## src/hdl/yuvargb_pkg.sv

```systemverilog
`timescale 1ns / 1ps
`default_nettype none

package yuvargb_pkg;

  localparam int CFG_DATA_W = 13;
  localparam int CFG_IDX_W  = 2;
  localparam int DIM_FULL_W = 14;
  localparam int ADDR_W     = 25;
  localparam int CHROMA_W   = 22;
  localparam int WORD_W     = 32;
  localparam int PROD_W     = 27;
  localparam int FRAC_BITS  = 14;

  typedef enum logic [CFG_IDX_W-1:0] {
    CFG_FRAME_WIDTH  = 2'd0,
    CFG_FRAME_HEIGHT = 2'd1,
    CFG_LINE_STRIDE  = 2'd2,
    CFG_ALPHA_VALUE  = 2'd3
  } cfg_idx_t;

  localparam logic [12:0] FRAME_WIDTH_RST  = 13'd1280;
  localparam logic [12:0] FRAME_HEIGHT_RST = 13'd720;
  localparam logic [12:0] LINE_STRIDE_RST  = 13'd1280;
  localparam logic [7:0]  ALPHA_VALUE_RST  = 8'd255;

  localparam logic signed [PROD_W-1:0] COEF_RV = 27'sd18675;
  localparam logic signed [PROD_W-1:0] COEF_GU = 27'sd6466;
  localparam logic signed [PROD_W-1:0] COEF_GV = 27'sd9513;
  localparam logic signed [PROD_W-1:0] COEF_BU = 27'sd33294;
  localparam logic [7:0] LUMA_OFFSET   = 8'd16;
  localparam logic [7:0] CHROMA_OFFSET = 8'd128;

  typedef struct packed {
    logic [12:0] frame_width;
    logic [12:0] frame_height;
    logic [12:0] line_stride;
  } cfg_t;

  typedef struct packed {
    logic [ADDR_W-1:0]   fb_address;
    logic [CHROMA_W-1:0] chroma_index;
    logic                frame_end;
  } raster_t;

  // Even-valued dimension, clamped to 2..max_v.
  function automatic logic [DIM_FULL_W-1:0] eff_dim(input logic [12:0] reg_v,
                                                    input logic [DIM_FULL_W-1:0] max_v);
    logic [DIM_FULL_W-1:0] v;
    v = {1'b0, reg_v[12:1], 1'b0};
    if (v < 14'd2) v = 14'd2;
    if (v > max_v) v = max_v;
    v[0] = 1'b0;
    if (v < 14'd2) v = 14'd2;
    return v;
  endfunction

endpackage

`default_nettype wire

```

## src/hdl/yuvargb_if.sv

```systemverilog
`timescale 1ns / 1ps
`default_nettype none

interface yuvargb_in_if;
  logic       valid;
  logic       ready;
  logic [7:0] luma;
  logic [7:0] chroma_u;
  logic [7:0] chroma_v;

  modport source(output valid, output luma, output chroma_u, output chroma_v, input ready);
  modport sink(input valid, input luma, input chroma_u, input chroma_v, output ready);
endinterface

interface yuvargb_out_if;
  logic        valid;
  logic        ready;
  logic [31:0] pixel_word;
  logic [24:0] fb_address;
  logic [21:0] chroma_index;
  logic        frame_end;

  modport source(output valid, output pixel_word, output fb_address, output chroma_index,
                 output frame_end, input ready);
  modport sink(input valid, input pixel_word, input fb_address, input chroma_index,
               input frame_end, output ready);
endinterface

`default_nettype wire

```

## src/hdl/yuvargb_colour.sv

```systemverilog
`timescale 1ns / 1ps
`default_nettype none

module yuvargb_colour
  import yuvargb_pkg::*;
(
  input  wire logic [7:0]        luma,
  input  wire logic [7:0]        chroma_u,
  input  wire logic [7:0]        chroma_v,
  input  wire logic [7:0]        alpha_value,
  output logic      [WORD_W-1:0] pixel_word
);

  function automatic logic [7:0] clamp_byte(input logic signed [PROD_W-1:0] x);
    logic signed [PROD_W-1:0] s;
    s = x >>> FRAC_BITS;
    if (s < 0) return 8'd0;
    if (s > 27'sd255) return 8'd255;
    return s[7:0];
  endfunction

  logic signed [PROD_W-1:0] y_s;
  logic signed [PROD_W-1:0] u_s;
  logic signed [PROD_W-1:0] v_s;
  logic signed [PROD_W-1:0] ys_q;
  logic signed [PROD_W-1:0] r_q;
  logic signed [PROD_W-1:0] g_q;
  logic signed [PROD_W-1:0] b_q;

  always_comb begin
    y_s  = $signed({{(PROD_W-8){1'b0}}, luma}) - $signed({{(PROD_W-8){1'b0}}, LUMA_OFFSET});
    u_s  = $signed({{(PROD_W-8){1'b0}}, chroma_u})
         - $signed({{(PROD_W-8){1'b0}}, CHROMA_OFFSET});
    v_s  = $signed({{(PROD_W-8){1'b0}}, chroma_v})
         - $signed({{(PROD_W-8){1'b0}}, CHROMA_OFFSET});
    ys_q = y_s <<< FRAC_BITS;
    r_q  = ys_q + COEF_RV * v_s;
    g_q  = ys_q - COEF_GU * u_s - COEF_GV * v_s;
    b_q  = ys_q + COEF_BU * u_s;
    pixel_word = {alpha_value, clamp_byte(r_q), clamp_byte(g_q), clamp_byte(b_q)};
  end

endmodule

`default_nettype wire

```

## src/hdl/yuvargb_raster.sv

```systemverilog
`timescale 1ns / 1ps
`default_nettype none

module yuvargb_raster
  import yuvargb_pkg::*;
#(
  parameter int MAX_WIDTH  = 4096,
  parameter int MAX_HEIGHT = 4096
) (
  input  wire logic    clk,
  input  wire logic    rst_n,
  input  wire cfg_t    cfg,
  input  wire logic    step,
  output raster_t      cur
);

  localparam int COL_W   = $clog2(MAX_WIDTH);
  localparam int ROW_W   = $clog2(MAX_HEIGHT);
  localparam int WDIM_W  = $clog2(MAX_WIDTH + 1);
  localparam int HDIM_W  = $clog2(MAX_HEIGHT + 1);

  logic [COL_W-1:0]    col_r, col_nxt;
  logic [ROW_W-1:0]    row_r, row_nxt;
  logic [CHROMA_W-1:0] chroma_pos_r, chroma_pos_nxt;
  logic [CHROMA_W-1:0] row_chroma_r, row_chroma_nxt;
  logic [ADDR_W-1:0]   fb_pos_r, fb_pos_nxt;

  logic [WDIM_W-1:0] w_eff;
  logic [HDIM_W-1:0] h_eff;
  logic              line_end;
  logic              frame_end;

  always_comb begin
    w_eff     = WDIM_W'(eff_dim(cfg.frame_width, DIM_FULL_W'(MAX_WIDTH)));
    h_eff     = HDIM_W'(eff_dim(cfg.frame_height, DIM_FULL_W'(MAX_HEIGHT)));
    line_end  = WDIM_W'(col_r) >= (w_eff - WDIM_W'(1));
    frame_end = line_end && (HDIM_W'(row_r) >= (h_eff - HDIM_W'(1)));
    cur.fb_address   = fb_pos_r;
    cur.chroma_index = chroma_pos_r;
    cur.frame_end    = frame_end;
  end

  always_comb begin
    col_nxt        = col_r;
    row_nxt        = row_r;
    chroma_pos_nxt = chroma_pos_r;
    row_chroma_nxt = row_chroma_r;
    fb_pos_nxt     = fb_pos_r;
    if (step) begin
      if (frame_end) begin
        col_nxt        = '0;
        row_nxt        = '0;
        chroma_pos_nxt = '0;
        row_chroma_nxt = '0;
        fb_pos_nxt     = '0;
      end else if (line_end) begin
        if (row_r[0]) begin
          row_chroma_nxt = row_chroma_r + CHROMA_W'(w_eff >> 1);
        end
        chroma_pos_nxt = row_chroma_nxt;
        fb_pos_nxt     = fb_pos_r + ADDR_W'(cfg.line_stride) - ADDR_W'(w_eff) + ADDR_W'(1);
        col_nxt        = '0;
        row_nxt        = row_r + ROW_W'(1);
      end else begin
        if (col_r[0]) begin
          chroma_pos_nxt = chroma_pos_r + CHROMA_W'(1);
        end
        fb_pos_nxt = fb_pos_r + ADDR_W'(1);
        col_nxt    = col_r + COL_W'(1);
      end
    end
  end

  always_ff @(posedge clk) begin
    if (!rst_n) begin
      col_r        <= '0;
      row_r        <= '0;
      chroma_pos_r <= '0;
      row_chroma_r <= '0;
      fb_pos_r     <= '0;
    end else begin
      col_r        <= col_nxt;
      row_r        <= row_nxt;
      chroma_pos_r <= chroma_pos_nxt;
      row_chroma_r <= row_chroma_nxt;
      fb_pos_r     <= fb_pos_nxt;
    end
  end

endmodule

`default_nettype wire

```

## src/hdl/yuv420_to_argb_pixel_stream.sv

```systemverilog
`timescale 1ns / 1ps
`default_nettype none

// Channel   Direction  Payload
// in_pix    sink       luma, chroma_u, chroma_v (8 bits each)
// out_pix   source     pixel_word (32), fb_address (25), chroma_index (22), frame_end (1)
// cfg_*     write      cfg_we, cfg_index (2), cfg_wdata (13)
//
// One pixel is accepted per clock while the output is not stalled; a result passes through
// the two-register pipeline: input register, then result register.
// Reset clears the raster counters and the pipeline valid flags, and loads the configuration
// registers with their default values.
// A stalled output holds its result while the input register can still take one more pixel if empty.

module yuv420_to_argb_pixel_stream
  import yuvargb_pkg::*;
#(
  parameter int MAX_WIDTH  = 4096,
  parameter int MAX_HEIGHT = 4096
) (
  input  wire logic                  clk,
  input  wire logic                  rst_n,
  yuvargb_in_if.sink                 in_pix,
  yuvargb_out_if.source              out_pix,
  input  wire logic                  cfg_we,
  input  wire logic [CFG_IDX_W-1:0]  cfg_index,
  input  wire logic [CFG_DATA_W-1:0] cfg_wdata
);

  cfg_t       cfg_r;
  logic [7:0] alpha_r;

  logic       a_valid_r;
  logic [7:0] a_luma_r;
  logic [7:0] a_u_r;
  logic [7:0] a_v_r;
  raster_t    a_rast_r;

  logic              out_valid_r;
  logic [WORD_W-1:0] out_word_r;
  raster_t           out_rast_r;

  logic              advance;
  logic              in_fire;
  raster_t           rast_cur;
  logic [WORD_W-1:0] word_nxt;

  assign advance      = a_valid_r && (!out_valid_r || out_pix.ready);
  assign in_pix.ready = !a_valid_r || advance;
  assign in_fire      = in_pix.valid && in_pix.ready;

  always_ff @(posedge clk) begin
    if (!rst_n) begin
      cfg_r.frame_width  <= FRAME_WIDTH_RST;
      cfg_r.frame_height <= FRAME_HEIGHT_RST;
      cfg_r.line_stride  <= LINE_STRIDE_RST;
      alpha_r            <= ALPHA_VALUE_RST;
    end else if (cfg_we) begin
      case (cfg_index)
        CFG_FRAME_WIDTH:  cfg_r.frame_width  <= cfg_wdata;
        CFG_FRAME_HEIGHT: cfg_r.frame_height <= cfg_wdata;
        CFG_LINE_STRIDE:  cfg_r.line_stride  <= cfg_wdata;
        CFG_ALPHA_VALUE:  alpha_r            <= cfg_wdata[7:0];
        default: ;
      endcase
    end
  end

  yuvargb_raster #(
    .MAX_WIDTH  (MAX_WIDTH),
    .MAX_HEIGHT (MAX_HEIGHT)
  ) u_raster (
    .clk   (clk),
    .rst_n (rst_n),
    .cfg   (cfg_r),
    .step  (in_fire),
    .cur   (rast_cur)
  );

  yuvargb_colour u_colour (
    .luma        (a_luma_r),
    .chroma_u    (a_u_r),
    .chroma_v    (a_v_r),
    .alpha_value (alpha_r),
    .pixel_word  (word_nxt)
  );

  always_ff @(posedge clk) begin
    if (!rst_n) begin
      a_valid_r   <= 1'b0;
      out_valid_r <= 1'b0;
    end else begin
      if (in_pix.ready) begin
        a_valid_r <= in_pix.valid;
      end
      if (!out_valid_r || out_pix.ready) begin
        out_valid_r <= a_valid_r;
      end
    end
  end

  always_ff @(posedge clk) begin
    if (in_fire) begin
      a_luma_r <= in_pix.luma;
      a_u_r    <= in_pix.chroma_u;
      a_v_r    <= in_pix.chroma_v;
      a_rast_r <= rast_cur;
    end
    if (advance) begin
      out_word_r <= word_nxt;
      out_rast_r <= a_rast_r;
    end
  end

  assign out_pix.valid        = out_valid_r;
  assign out_pix.pixel_word   = out_word_r;
  assign out_pix.fb_address   = out_rast_r.fb_address;
  assign out_pix.chroma_index = out_rast_r.chroma_index;
  assign out_pix.frame_end    = out_rast_r.frame_end;

  a_frame_restart: assert property (@(posedge clk) disable iff (!rst_n)
    (in_fire && rast_cur.frame_end) |=>
      (rast_cur.fb_address == '0 && rast_cur.chroma_index == '0))
    else $error("raster counters did not restart after the last pixel");

  a_stage_moves: assert property (@(posedge clk) disable iff (!rst_n)
    advance |=> out_valid_r)
    else $error("a staged pixel was lost on its way to the output register");

  a_ready_when_empty: assert property (@(posedge clk) disable iff (!rst_n)
    !out_valid_r |-> in_pix.ready)
    else $error("input held off although the output register is empty");

endmodule

`default_nettype wire
```

## src/flat_wrapper.sv

```systemverilog
// flat-port wrapper written by rule: the top's interface ports become plain ports
module yuv420_to_argb_pixel_stream_flat import yuvargb_pkg::*;
#(
  parameter int MAX_WIDTH  = 4096,
  parameter int MAX_HEIGHT = 4096
)
  (clk, rst_n, cfg_we, cfg_index, cfg_wdata, in_pix_valid, in_pix_luma, in_pix_chroma_u, in_pix_chroma_v, in_pix_ready, out_pix_valid, out_pix_pixel_word, out_pix_fb_address, out_pix_chroma_index, out_pix_frame_end, out_pix_ready);
  yuvargb_in_if in_pix_i ();
  yuvargb_out_if out_pix_i ();
  input  wire logic clk;
  input  wire logic rst_n;
  input  wire logic cfg_we;
  input  wire logic [CFG_IDX_W-1:0] cfg_index;
  input  wire logic [CFG_DATA_W-1:0] cfg_wdata;
  input wire logic [$bits(in_pix_i.valid)-1:0] in_pix_valid;
  input wire logic [$bits(in_pix_i.luma)-1:0] in_pix_luma;
  input wire logic [$bits(in_pix_i.chroma_u)-1:0] in_pix_chroma_u;
  input wire logic [$bits(in_pix_i.chroma_v)-1:0] in_pix_chroma_v;
  output wire logic [$bits(in_pix_i.ready)-1:0] in_pix_ready;
  output wire logic [$bits(out_pix_i.valid)-1:0] out_pix_valid;
  output wire logic [$bits(out_pix_i.pixel_word)-1:0] out_pix_pixel_word;
  output wire logic [$bits(out_pix_i.fb_address)-1:0] out_pix_fb_address;
  output wire logic [$bits(out_pix_i.chroma_index)-1:0] out_pix_chroma_index;
  output wire logic [$bits(out_pix_i.frame_end)-1:0] out_pix_frame_end;
  input wire logic [$bits(out_pix_i.ready)-1:0] out_pix_ready;
  assign in_pix_i.valid = in_pix_valid;
  assign in_pix_i.luma = in_pix_luma;
  assign in_pix_i.chroma_u = in_pix_chroma_u;
  assign in_pix_i.chroma_v = in_pix_chroma_v;
  assign in_pix_ready = in_pix_i.ready;
  assign out_pix_valid = out_pix_i.valid;
  assign out_pix_pixel_word = out_pix_i.pixel_word;
  assign out_pix_fb_address = out_pix_i.fb_address;
  assign out_pix_chroma_index = out_pix_i.chroma_index;
  assign out_pix_frame_end = out_pix_i.frame_end;
  assign out_pix_i.ready = out_pix_ready;
  yuv420_to_argb_pixel_stream #(.MAX_WIDTH(MAX_WIDTH), .MAX_HEIGHT(MAX_HEIGHT)) u_core (.clk(clk), .rst_n(rst_n), .in_pix(in_pix_i), .out_pix(out_pix_i), .cfg_we(cfg_we), .cfg_index(cfg_index), .cfg_wdata(cfg_wdata));
endmodule
```

## config.mk

```make
export PLATFORM = sky130hd
export DESIGN_NAME = yuv420_to_argb_pixel_stream_flat
export DESIGN_NICKNAME = d
export VERILOG_FILES = /design/src/hdl/yuvargb_pkg.sv /design/src/hdl/yuvargb_if.sv /design/src/hdl/yuvargb_colour.sv /design/src/hdl/yuvargb_raster.sv /design/src/hdl/yuv420_to_argb_pixel_stream.sv /design/src/flat_wrapper.sv
export SDC_FILE = /design/constraint.sdc
export NUM_CORES = 1
export LEC_CHECK = 0
export BUFFER_PORTS_ARGS = -buffer_cell sky130_fd_sc_hd__clkbuf_2
export CAP_MARGIN = 20
export CORE_ASPECT_RATIO = 1.75
export CORE_MARGIN = 2
export CORE_UTILIZATION = 30
export DETAILED_ROUTE_END_ITERATION = 7
export PLACE_DENSITY = 0.52
export SLEW_MARGIN = 25
export SYNTH_ARGS = -nofsm -noshare
export SYNTH_HDL_FRONTEND = slang
export SYNTH_HIERARCHICAL = 1
export SYNTH_SLANG_ARGS = --single-unit
```

## constraint.sdc

```tcl
create_clock -name clk -period 20 [get_ports clk]
set_input_delay 1 -clock clk [delete_from_list [all_inputs] [get_ports clk]]
set_output_delay 1 -clock clk [all_outputs]
set_load 0.005 [all_outputs]
```

# ---- Yosys cells after proc, flatten, opt, wreduce, memory -nomap -nowiden
# Cells that the tools add are included.
dict set report totals {
  elab_cells 114
  reg_bits 294
  inputBits 44
  latchBits 0
  rom_bits 0
  mem_bits_rw 0
  mem_count 0
}
dict set report classes {
  add_sub_neg 17
  div_mod_pow 0
  n_reduce_logical 16
  muxes 39
  magnitude_cmp 14
  n_eq_ne 3
  bitwise 0
  mul 4
  shift 0
}
# op n
set ops {}
lappend ops {{2-to-1 mux 22 bit} 6}
lappend ops {{2-to-1 mux 8 bit} 12}
lappend ops {{2-to-1 mux 13 bit} 6}
lappend ops {{adder 25 x 1 -> 25 bit, second input constant} 2}
lappend ops {{multiplier 16 x 9 -> 25 bit, first input constant} 2}
lappend ops {{2-to-1 mux 25 bit} 2}
lappend ops {{2-to-1 mux 12 bit} 4}
lappend ops {{> comparator 14 x 13 -> 1 bit, second input constant} 2}
lappend ops {{< comparator 14 x 2 -> 1 bit, second input constant} 2}
lappend ops {{adder 23 x 26 -> 27 bit} 1}
lappend ops {{adder 23 x 25 -> 26 bit} 1}
lappend ops {{>= comparator 12 x 13 -> 1 bit} 2}
lappend ops {{< comparator 13 x 2 -> 1 bit, second input constant} 2}
lappend ops {{subtractor 13 x 1 -> 13 bit, second input constant} 2}
lappend ops {{adder 25 x 13 -> 25 bit} 1}
lappend ops {{subtractor 24 x 24 -> 25 bit} 1}
lappend ops {{subtractor 25 x 13 -> 25 bit} 1}
lappend ops {{adder 12 x 1 -> 12 bit, second input constant} 2}
lappend ops {{multiplier 15 x 9 -> 24 bit, first input constant} 1}
lappend ops {{subtractor 23 x 23 -> 24 bit} 1}
lappend ops {{adder 22 x 1 -> 22 bit, second input constant} 1}
lappend ops {{adder 22 x 12 -> 22 bit} 1}
lappend ops {{multiplier 13 x 9 -> 22 bit, first input constant} 1}
lappend ops {{subtractor 8 x 8 -> 9 bit, second input constant} 2}
lappend ops {{17 further kinds} 35}

# ---- Depth between registers and ports, before layout
# Gate-level depths: netlist (run 1).
dict set report depth {
  depth_word 11
  mapped_depth 35
  ltp_nobuf 34
}

# ---- Hierarchy
# Netlist (run 1), hierarchy kept.
# mod cells_each n_inst area_per_inst_um2 seq_area_each_um2
set by_module_without_submodules {}
lappend by_module_without_submodules {yuvargb_colour 957 1 8713.4 0.0}
lappend by_module_without_submodules {yuvargb_raster 1099 1 8255.4 1861.8}
lappend by_module_without_submodules {yuv420_to_argb_pixel_stream 347 1 6503.7 5545.3}

# ---- Least setup slack after synthesis (run 1)
# OpenSTA, ideal clock, no wires.
dict set report synth_timing {
  path_type {register -> register}
  from {reg u_core.a_u_r[7]}
  to {reg u_core.out_word_r[10], in the netlist u_core/out_pix.pixel_word[10], data pin}
  t_arrival_ns 7.984
  setup_slack_ns 11.734
  path_stages_with_launch 31
  n_path_buf 1
  setup_ns 0.282
  t_required_ns 19.718
  period_less_slack_ns 8.266
  path_cell_list {edfxtp_1 inv_1 ha_1 inv_1 ha_1 inv_1 fa_1 inv_1 ha_1 ha_1 ha_1 o21ai_0 a21boi_0 o21ai_0 nor2b_1 xnor2_1 ha_1 fa_1 fa_1 fa_1 fa_1 inv_1 ha_1 a21oi_1 o21ai_0 a22oi_1 a41oi_2 a2111oi_1 or3_1 buf_2 a22oi_1}
}
dict set report synth_between {
  elab_chain_cells 9
  elab_cells_between_ends 12
  cone_classes {add/sub: 3; mul: 1; order compare: 2; mux: 6}
}
# element line_no
set synth_rtl {}
lappend synth_rtl {{from (decl)} yuv420_to_argb_pixel_stream.sv:35} ;# logic [7:0] a_u_r;
lappend synth_rtl {{from (signal assigned)} yuv420_to_argb_pixel_stream.sv:105} ;# a_u_r <= in_pix.chroma_u;
lappend synth_rtl {{subtractor 8 x 8 -> 9 bit (*)} yuvargb_colour.sv:33} ;# - $signed({{(PROD_W-8){1'b0}}, CHROMA_OFFSET});
lappend synth_rtl {{multiplier 13 x 9 -> 22 bit (*)} yuvargb_colour.sv:38} ;# g_q = ys_q - COEF_GU * u_s - COEF_GV * v_s;
lappend synth_rtl {{subtractor 23 x 23 -> 24 bit (*)} yuvargb_colour.sv:38}
lappend synth_rtl {{subtractor 24 x 24 -> 25 bit (*)} yuvargb_colour.sv:38}
lappend synth_rtl {{> comparator 11 x 9 -> 1 bit} yuvargb_colour.sv:18} ;# if (s > 27'sd255) return 8'd255;
lappend synth_rtl {{2-to-1 mux 1 bit (2 in series)} yuvargb_colour.sv:18}
lappend synth_rtl {{2-to-1 mux 8 bit} yuvargb_colour.sv:19} ;# return s[7:0];
lappend synth_rtl {{2-to-1 mux 8 bit (*)} yuvargb_colour.sv:18}
lappend synth_rtl {{named net u_core.word_nxt[10]} yuv420_to_argb_pixel_stream.sv:46} ;# logic [WORD_W-1:0] word_nxt;
lappend synth_rtl {{to (signal assigned)} yuv420_to_argb_pixel_stream.sv:110} ;# out_word_r <= word_nxt;
lappend synth_rtl {{to (decl)} yuv420_to_argb_pixel_stream.sv:40} ;# logic [WORD_W-1:0] out_word_r;
# Mark *: on every way through the listed nets, which the timed path passes. The rest lies on a longest branch. The select of a mux whose other input is x is not followed.
# A chain may end at the register's enable or synchronous reset.

# ---- Final worst setup path (run 1)
dict set report layout_timing {
  from {reg u_core.a_u_r[7]}
  to {reg u_core.out_word_r[14], in the netlist u_core/out_pix.pixel_word[14], data pin}
}
# The elaborated chain is that of the path after synthesis.

==> impl_metrics.csv, run 1 <==
group,metric,value,unit
clock_network,cts_tree,"built",
worst_setup_path,reg2reg_from,"u_core/a_u_r[7]",
worst_setup_path,end_kind,"flop",
floorplan,die_y,373,um
placement,dpl_cell_area,25200,sq um
placement,dp_slack,10.86,ns
routing,wl,64.0,mm
placement,io_buffers,125,
worst_setup_path,cp-start-kind,"flop",
clock_network,clock_latency,0.56,ns
final_layout,multi_input_area,14500,sq um
grt,antenna_found_initial,0,
worst_setup_path,worstSetupEndpoint,"u_core/out_pix.pixel_word[14]",
sta,hold_viol_final,0,
final_layout,syn_to_final_growth,12.0,%
sta,maxSlewHeadroom,35.2,%
sta,max_slew.worst_pin.slew,0.972,ns
grt,first_global_vias,18500,
clock_network,cts_setup_buffers,0,
synth,syn-num-nets,2918,
sta,tns,0,ns
worst_setup_path,arrival,9.43,ns
worst_setup_path,slowest_delay,0.62,ns
placement,place_congestion,0.869,
sta,fin_hold_ws,0.417,ns
routing,wire_per_inst,18.0,um
worst_setup_path,cp_max_fo,15,
final_layout,final_cell_area,26200,sq um
worst_setup_path,startpoint,"u_core/a_u_r[7]",
worst_hold_path,whs_path_depth,0,
routing,drt-initial-drc-count,896,
clock_network,numCtsBuffers,34,
synth,yosys_warnings,6,
floorplan,start_util,30.3,%
pwr,p_leak,11.7,nW
pwr,powerDensity,129,nW/um^2
synth,synthesis.area,23400,sq um
sta,fmax,109,MHz
synth,synth_cells,2397,
routing,ant_nets,0,
worst_setup_path,crit_path_frequent_cell,"ha_1",
grt,grt_max_degree,69,
routing,via_per_inst,4.96,
floorplan,core,77400,sq um
floorplan,io_pins,126,
worst_setup_path,cp.required,20.27,ns
grt,grt_pass1_wl,101,mm
final_layout,insertedDiodeCount,0,
final_layout,register_area,7370,sq um
synth,syn_avg_cell_area,9.76,sq um
clock_network,cts_max_level,2,
sta,min_period_over_period,45.8,%
worst_setup_path,r2r_end,"u_core/out_pix.pixel_word[14]",
sta,grt_setup_unrepaired,"false",
routing,drt-pass1-iter-count,5,
clock_network,clock_sinks,292,
floorplan,dieArea,80400,sq um
worst_setup_path,criticalPathCategory,"reg -> reg",
routing,via_count,17700,
final_layout,drive_above_1_share,9.35,%
floorplan,rows,135,
worst_setup_path,slowest_stage,"edfxtp_1",
worst_hold_path,hold_path_class,"reg -> reg",
clock_network,cts_buffer_depth,3,
grt,grt_usage,16.0,%
routing,drc_errors,0,
sta,setup_ws,10.84,ns
worst_setup_path,reg2reg_depth,29,
clock_network,clock-root-buffer,"clkbuf_16",
worst_setup_path,r2r_slack,10.84,ns
grt,gr-total-overflow,0,
sta,finalClockSkew,0.0263,ns
final_layout,fin_nets,3031,
clock_network,cts.clk_slew.worst_paths,0.06,ns
final_layout,fill_cells,7992,
flow_run,max_cap_viol_count,0,
status,status,"finished, final reports clean",
placement,hpwlAfterDp,51.3,mm
sta,slew_viol_final,0,
sta,finalSetupViolCount,0,
pwr,max-vdd-ir-drop,218,uV
floorplan,die_width,215,um
sta,fin_crit,9.16,ns
pwr,finalPower,3.38,mW
clock_network,cts_repair_resize_count,0,
clock_network,cts_hold_buf,0,
==> per-stage QoR <==
stage                     instances  utilization [%]
after global placement         3501             32.5
after floorplan                2397                -
final                          3561             33.9
after global routing           3561             33.9
after CTS                      3561             33.9
after detailed placement       3501             32.5
==> layer usage <==
layer	wire (um)	track usage, %	up-vias
met4	3170	7.87	0
met5	0	0	-
met2	35000	31.1	348
met3	1940	1.85	131
li1	-	-	8615
met1	23900	16.6	8578
==> critical path, delay by kind of cell, from the launching register on <==
family                     cells  cell delay (ns)
adders and majority gates     12             4.89
AOI/OAI and AO/OA              9             2.04
buffers and inverters          5             0.64
DFF                            1             0.62
and+or+nand+nor                2             0.54
xor gates and xnor gates       1             0.14
==> report_power, final <==
group / switching [mW] / internal, mW
logic: 1.16 / 0.890
registers: 0.0321 / 0.685
clock network: 0.268 / 0.344
==> cell usage in the layout (no fill, tap or decap), types with 24 or more instances in the layout <==
| cell | count |
|---|---|
| nor3_1 | 53 |
| nor2b_1 | 37 |
| mux2i_1 | 45 |
| o21ai_0 | 118 |
| a21o_1 | 30 |
| nand4_1 | 29 |
| clkbuf_16 | 35 |
| a31oi_1 | 30 |
| fa_1 | 122 |
| nor2_1 | 135 |
| edfxtp_1 | 152 |
| clkbuf_2 | 125 |
| inv_1 | 334 |
| o21a_1 | 36 |
| nand3_1 | 57 |
| xor2_1 | 47 |
| nand2_1 | 139 |
| xnor2_1 | 69 |
| a21oi_1 | 111 |
| ha_1 | 355 |
| and3_1 | 24 |
| dfxtp_1 | 140 |
==> flip-flops by register name (all words and copies together) (netlist names) <==
name	cells
u_core/out_pix.valid	1
u_core/u_raster/fb_pos_r	25
u_core/alpha_r	8
u_core/a_valid_r	1
u_core/out_pix.pixel_word	32
u_core/a_luma_r	8
u_core/a_rast_r	48
u_core/u_raster/chroma_pos_r	22
u_core/cfg_r	37
u_core/out_pix.fb_address	25
u_core/a_v_r	8
u_core/u_raster/row_chroma_r	22
u_core/out_pix.chroma_index	22
u_core/out_pix.frame_end	1
u_core/u_raster/row_r	12
u_core/a_u_r	8
u_core/u_raster/col_r	12
==> layout make-up <==
cell class	instances	share of cell area [%]
timing repair buffer	145	2.96
sequential	292	28.1
tap	1027	4.90
inverter	335	4.79
clock buffer	41	3.50
clock inverter	19	0.577
multi-input combinational	1702	55.2
==> worst min path at each step <==
stage	from	to	slack (ns)
2_1_floorplan	u_core/a_rast_r[1]	u_core/out_pix.chroma_index[0]	0.40
3_3_place_gp	u_core/a_rast_r[22]	u_core/out_pix.chroma_index[21]	0.40
3_5_place_dp	u_core/a_rast_r[11]	u_core/out_pix.chroma_index[10]	0.40
4_1_cts	u_core/a_rast_r[27]	u_core/out_pix.fb_address[4]	0.42
5_1_grt	u_core/a_rast_r[24]	u_core/out_pix.fb_address[1]	0.43
6_report	u_core/a_rast_r[27]	u_core/out_pix.fb_address[4]	0.42
No activity file was read; power rests on OpenSTA's default activity.
==> run 2: changes to the inputs <==
Clock period 20 ns to 8.6 ns, I/O delays scaled along.
==> run 2 against run 1 <==
  * Clock skew is 0.017 ns lower
  * Combinational power is 140% higher
  * Register-to-register slack worse by 10 ns
  * Cell area is 1.6% higher
  * First-iteration DRC count is 6.9% lower
==> impl_metrics.csv, run 2 (same netlist as run 1, synthesis figures left out) <==
group,metric,value,unit
status,status,"finished, final reports clean",
sta,tns,0,ns
worst_setup_path,worst-path-buf-inv,3,
grt,grt_usage,16.1,%
placement,io_buffers,125,
grt,antenna_found_initial,0,
sta,finalClockSkew,0.00968,ns
worst_setup_path,cp.required,9.03,ns
sta,maxSlewHeadroom,32.2,%
final_layout,drive_above_1_share,10.3,%
grt,gr-total-overflow,0,
pwr,swShare,43.1,%
worst_setup_path,cp_max_fo,8,
final_layout,fin_nets,3067,
pwr,p_int,4.58,mW
worst_setup_path,cpLargestDelayFamily,"adder cells",
sta,fin_crit,8.06,ns
routing,via_count,17700,
grt,grt_pass1_wl,102,mm
clock_network,cts_buffer_depth,3,
floorplan,die_y,373,um
clock_network,clock_sinks,292,
placement,place_congestion,0.901,
floorplan,core,77400,sq um
worst_setup_path,criticalPathCategory,"reg -> reg",
floorplan,start_util,30.3,%
clock_network,numCtsBuffers,31,
sta,min_period_over_period,93.8,%
pwr,seq_power_share,20.5,%
routing,wire_per_inst,18.2,um
worst_setup_path,arrival,8.49,ns
clock_network,clock-root-buffer,"clkbuf_16",
sta,setup_ws,0.537,ns
routing,drt-initial-drc-count,834,
routing,wl,65.3,mm
sta,fmax,124,MHz
pwr,max-vdd-ir-drop,460,uV
pwr,powerDensity,302,nW/um^2
routing,via_per_inst,4.93,
placement,hpwlAfterDp,52.3,mm
clock_network,cts_tree,"built",
final_layout,final_cell_area,26600,sq um
clock_network,cts_max_level,1,
worst_setup_path,slowest_delay,0.55,ns
worst_setup_path,end_kind,"flop",
pwr,power_frac_comb,61.6,%
floorplan,die_width,215,um
floorplan,rows,135,
worst_setup_path,slowest_stage,"fa_1",
routing,drt-pass1-iter-count,7,
routing,drc_errors,0,
pwr,p_leak,11.9,nW
final_layout,insertedDiodeCount,0,
placement,dpl_cell_area,25300,sq um
sta,finalSetupViolCount,0,
sta,max_slew.worst_pin.slew,1.02,ns
sta,slew_viol_final,0,
pwr,p_sw,3.47,mW
pwr,power_frac_clock,17.9,%
final_layout,syn_to_final_growth,13.8,%
flow_run,max_cap_viol_count,0,
final_layout,largest_register_ffs,48,
routing,ant_nets,0,
floorplan,io_pins,126,
final_layout,top_register,"u_core/a_rast_r",
sta,hold_viol_final,0,
grt,first_global_vias,18600,
worst_hold_path,hold_path_class,"in -> reg",
final_layout,mostFrequentLayoutCells,"ha_1, inv_1, edfxtp_1, dfxtp_1, nand2_1",
floorplan,dieArea,80400,sq um
clock_network,cts.clk_slew.worst_paths,0.06,ns
grt,grt_max_degree,65,
final_layout,final_common_cell,"ha_1",
worst_setup_path,cp-start-kind,"flop",
placement,dp_slack,0.183,ns
clock_network,clock_latency,0.60,ns
## run 2: cell types whose count changed in the layout (fill, tap and decap cells not counted), sizes merged
cell / delta
bufinv: +2
dlygate4sd3: +20
buf: +19
clkbuf: -2
clkinv: -4
inv: +1
## run 2: area by class of cell
class | count | area, sq um
fillers | 8019 | 50700
multi-input cells | 1702 | 14500
flip-flops and latches | 292 | 7370
well taps | 1027 | 1280
inverters | 335 | 1260
repair buffers | 184 | 1120
clock buffers | 39 | 888
clock inverters | 18 | 204
## run 2: final timing paths
kind | slack, ns | cells past startpoint | end | startpoint
worst min-delay path | 0.05 | 1 | u_core/a_u_r[3] | in_pix_chroma_u[3]
worst max register to register | 0.54 | 26 | u_core/out_pix.pixel_word[9] | u_core/a_u_r[7]
worst max-delay path | 0.54 | 26 | u_core/out_pix.pixel_word[9] | u_core/a_u_r[7]
worst min register to register | 0.41 | 0 | u_core/out_pix.fb_address[5] | u_core/a_rast_r[28]
## run 2: per-stage QoR
step	instances	hold WS, ns	utilization [%]	power (mW)
finish	3597	0.0495	34.4	8.05
global route	3597	0.0209	34.4	8.88
CTS	3593	0.0117	34.3	8.04
detailed placement	3516	0.405	32.7	6.49
global placement	3516	0.401	32.7	6.44
floorplan	2397	0.400	-	5.36
## run 2: per-layer routing
metal	up-vias	global-route usage, %	routed length [um]
met4	0	8.55	3770
met2	359	31.4	35200
met3	140	1.77	2120
met1	8584	16.5	24200
met5	-	0	0
li1	8663	-	-
## run 2: what timing repair did
item,4_1_cts,5_1_grt
resized for setup,0,11
setup buffers,0,4
setup endpoints to repair,0,8
hold buffers,20,0
hold endpoints to repair,20,0
## run 2: power by group through the flow
stage / registers (mW) / logic (mW) / clock network [mW]
final: 1.65 / 4.96 / 1.44
after global routing: 1.66 / 5.68 / 1.54
after CTS: 1.65 / 4.90 / 1.49
after detailed placement: 1.68 / 4.81 / 0
after global placement: 1.68 / 4.76 / 0
after floorplan: 1.66 / 3.70 / 0
==> run 3: changes to the inputs <==
Settings changed: BUFFER_PORTS_ARGS -buffer_cell sky130_fd_sc_hd__clkbuf_2 to unset, DONT_BUFFER_PORTS set to 1, PLACE_DENSITY 0.52 to 0.51.
Clock period 8.6 ns to 9.9 ns, I/O delays scaled along.
==> run 3 against run 2 <==
  * Critical endpoint is now u_core/out_pix.pixel_word[13]
  * Core utilization is 0.96 points lower
  * Setup slack improved by 0.29 ns
  * Cell count decreased by 3.7%
  * Die area is the same
  * Highest routed layer unchanged
  * Critical path type unchanged
  * Clock skew increased by 0.025 ns
  * Sequential power fell by 12%
  * Cell area shrank 2.8%
  * Largest power group unchanged
  * Critical path depth grew 3
  * Clock power fell by 12%
==> impl_metrics.csv, run 3 (same netlist as run 1, synthesis figures left out) <==
group,metric,value,unit
status,status,"finished, final reports clean",
routing,drt-pass1-iter-count,5,
floorplan,core,77400,sq um
final_layout,drive_above_1_share,4.72,%
final_layout,final_cell_area,25900,sq um
flow_run,max_cap_viol_count,0,
sta,finalSetupViolCount,0,
sta,fmax,110,MHz
grt,first_global_vias,18000,
sta,tns,0,ns
routing,wl,64.2,mm
worst_setup_path,startpoint,"u_core/a_u_r[7]",
grt,antenna_found_initial,0,
final_layout,fill_cells,7977,
sta,slew_viol_final,0,
final_layout,largest_register_ffs,48,
grt,grt_usage,16.1,%
final_layout,fin_nets,2933,
sta,max_slew.worst_pin.slew,0.976,ns
pwr,swShare,42.8,%
clock_network,numCtsBuffers,34,
pwr,seq_power_share,21.4,%
floorplan,die_y,373,um
pwr,p_leak,11.3,nW
pwr,power_frac_comb,60.0,%
grt,gr-total-overflow,0,
pwr,max-vdd-ir-drop,371,uV
floorplan,start_util,30.3,%
clock_network,cts_max_level,2,
routing,ant_nets,0,
grt,grt_max_degree,89,
routing,via_count,17200,
final_layout,insertedDiodeCount,0,
sta,finalClockSkew,0.0349,ns
worst_setup_path,cp-start-kind,"flop",
routing,via_per_inst,4.96,
floorplan,dieArea,80400,sq um
worst_setup_path,crit_path_frequent_cell,"ha_1",
pwr,p_sw,2.91,mW
final_layout,final_common_cell,"ha_1",
placement,io_buffers,0,
worst_hold_path,hold_path_class,"in -> reg",
final_layout,multi_input_area,14500,sq um
sta,hold_viol_final,0,
pwr,p_int,3.89,mW
routing,wire_per_inst,18.5,um
sta,min_period_over_period,91.7,%
pwr,powerDensity,263,nW/um^2
worst_setup_path,criticalPathCategory,"reg -> reg",
final_layout,top_register,"u_core/a_rast_r",
clock_network,clock-root-buffer,"clkbuf_16",
floorplan,die_width,215,um
sta,fin_crit,9.07,ns
clock_network,cts_tree,"built",
worst_setup_path,cp.required,10.18,ns
final_layout,register_area,7370,sq um
sta,grt_setup_unrepaired,"false",
pwr,power_frac_clock,18.7,%
sta,maxSlewHeadroom,34.8,%
clock_network,cts_buffer_depth,3,
clock_network,cts.clk_slew.worst_paths,0.07,ns
placement,place_congestion,0.880,
worst_setup_path,r2r_slack,0.83,ns
clock_network,clock_latency,0.57,ns
worst_hold_path,hold_start,"rst_n",
worst_setup_path,cp_max_fo,9,
final_layout,mostFrequentLayoutCells,"ha_1, inv_1, edfxtp_1, dfxtp_1, nand2_1",
routing,drt-initial-drc-count,768,
final_layout,syn_to_final_growth,10.7,%
worst_setup_path,reg2reg_from,"u_core/a_u_r[7]",
floorplan,io_pins,126,
floorplan,rows,135,
clock_network,clock_sinks,292,
placement,dpl_cell_area,24500,sq um
worst_setup_path,slowest_stage,"edfxtp_1",
worst_setup_path,arrival,9.35,ns
routing,drc_errors,0,
worst_setup_path,slowest_delay,0.72,ns
grt,grt_pass1_wl,101,mm
worst_setup_path,end_kind,"flop",
placement,hpwlAfterDp,51.3,mm
## run 3: area by class of cell
class,count,area share [%]
Multi-Input combinational cell,1702,55.9
Inverter,335,4.87
Tap cell,1027,4.96
Clock buffer,45,3.69
Timing Repair Buffer,47,1.59
Sequential cell,292,28.4
Clock inverter,16,0.575
## run 3: worst max-delay path, delay by kind of cell (launching register included)
family	cells	cell delay [ns]
XOR/XNOR	1	0.14
AO/OA/AOI/OAI	9	2.00
AND/OR/NAND/NOR	2	0.53
adder cells (fa/ha/maj)	12	4.83
buffers and inverters	5	0.54
flip-flops	1	0.72
## run 3: final timing paths
kind / cells past startpoint / endpoint
max: 29 / u_core/out_pix.pixel_word[13]
min: 1 / u_core/alpha_r[5]
max reg2reg: 29 / u_core/out_pix.pixel_word[13]
min reg2reg: 0 / u_core/out_pix.chroma_index[19]
## run 3: through the flow
| step | total power [mW] | setup slack (ns) | cells | utilization (%) | hold WS [ns] |
|---|---|---|---|---|---|
| 2_1_floorplan | 4.66 | 1.63 | 2397 | - | 0.400 |
| 3_3_place_gp | 5.51 | 0.742 | 3376 | 31.7 | 0.404 |
| 3_5_place_dp | 5.54 | 0.633 | 3376 | 31.7 | 0.405 |
| 4_1_cts | 6.92 | 0.554 | 3461 | 33.4 | 0.0248 |
| 5_1_grt | 7.53 | 0.162 | 3464 | 33.5 | 0.0365 |
| 6_report | 6.81 | 0.826 | 3464 | 33.5 | 0.0777 |
## run 3: what timing repair did
item                       in CTS  in global routing
hold buffers                   24                  0
gates resized for setup         0                  1
hold endpoints to repair       24                  0
setup endpoints to repair       0                  8
buffers inserted                0                  3
## run 3: power groups by stage
stage	Combinational, mW	Clock, mW	Sequential, mW
final	4.08	1.27	1.45
after global routing	4.69	1.37	1.47
after CTS	4.14	1.33	1.46
after detailed placement	4.06	0	1.48
after global placement	4.03	0	1.49
after floorplan	3.22	0	1.44
## run 3: metal layers
metal	global-route usage, %	routed length [um]	vias up
met5	0	0	-
met3	3.04	2600	134
met2	31.8	35700	314
met4	7.90	3230	0
li1	-	-	8402
met1	15.7	22600	8326
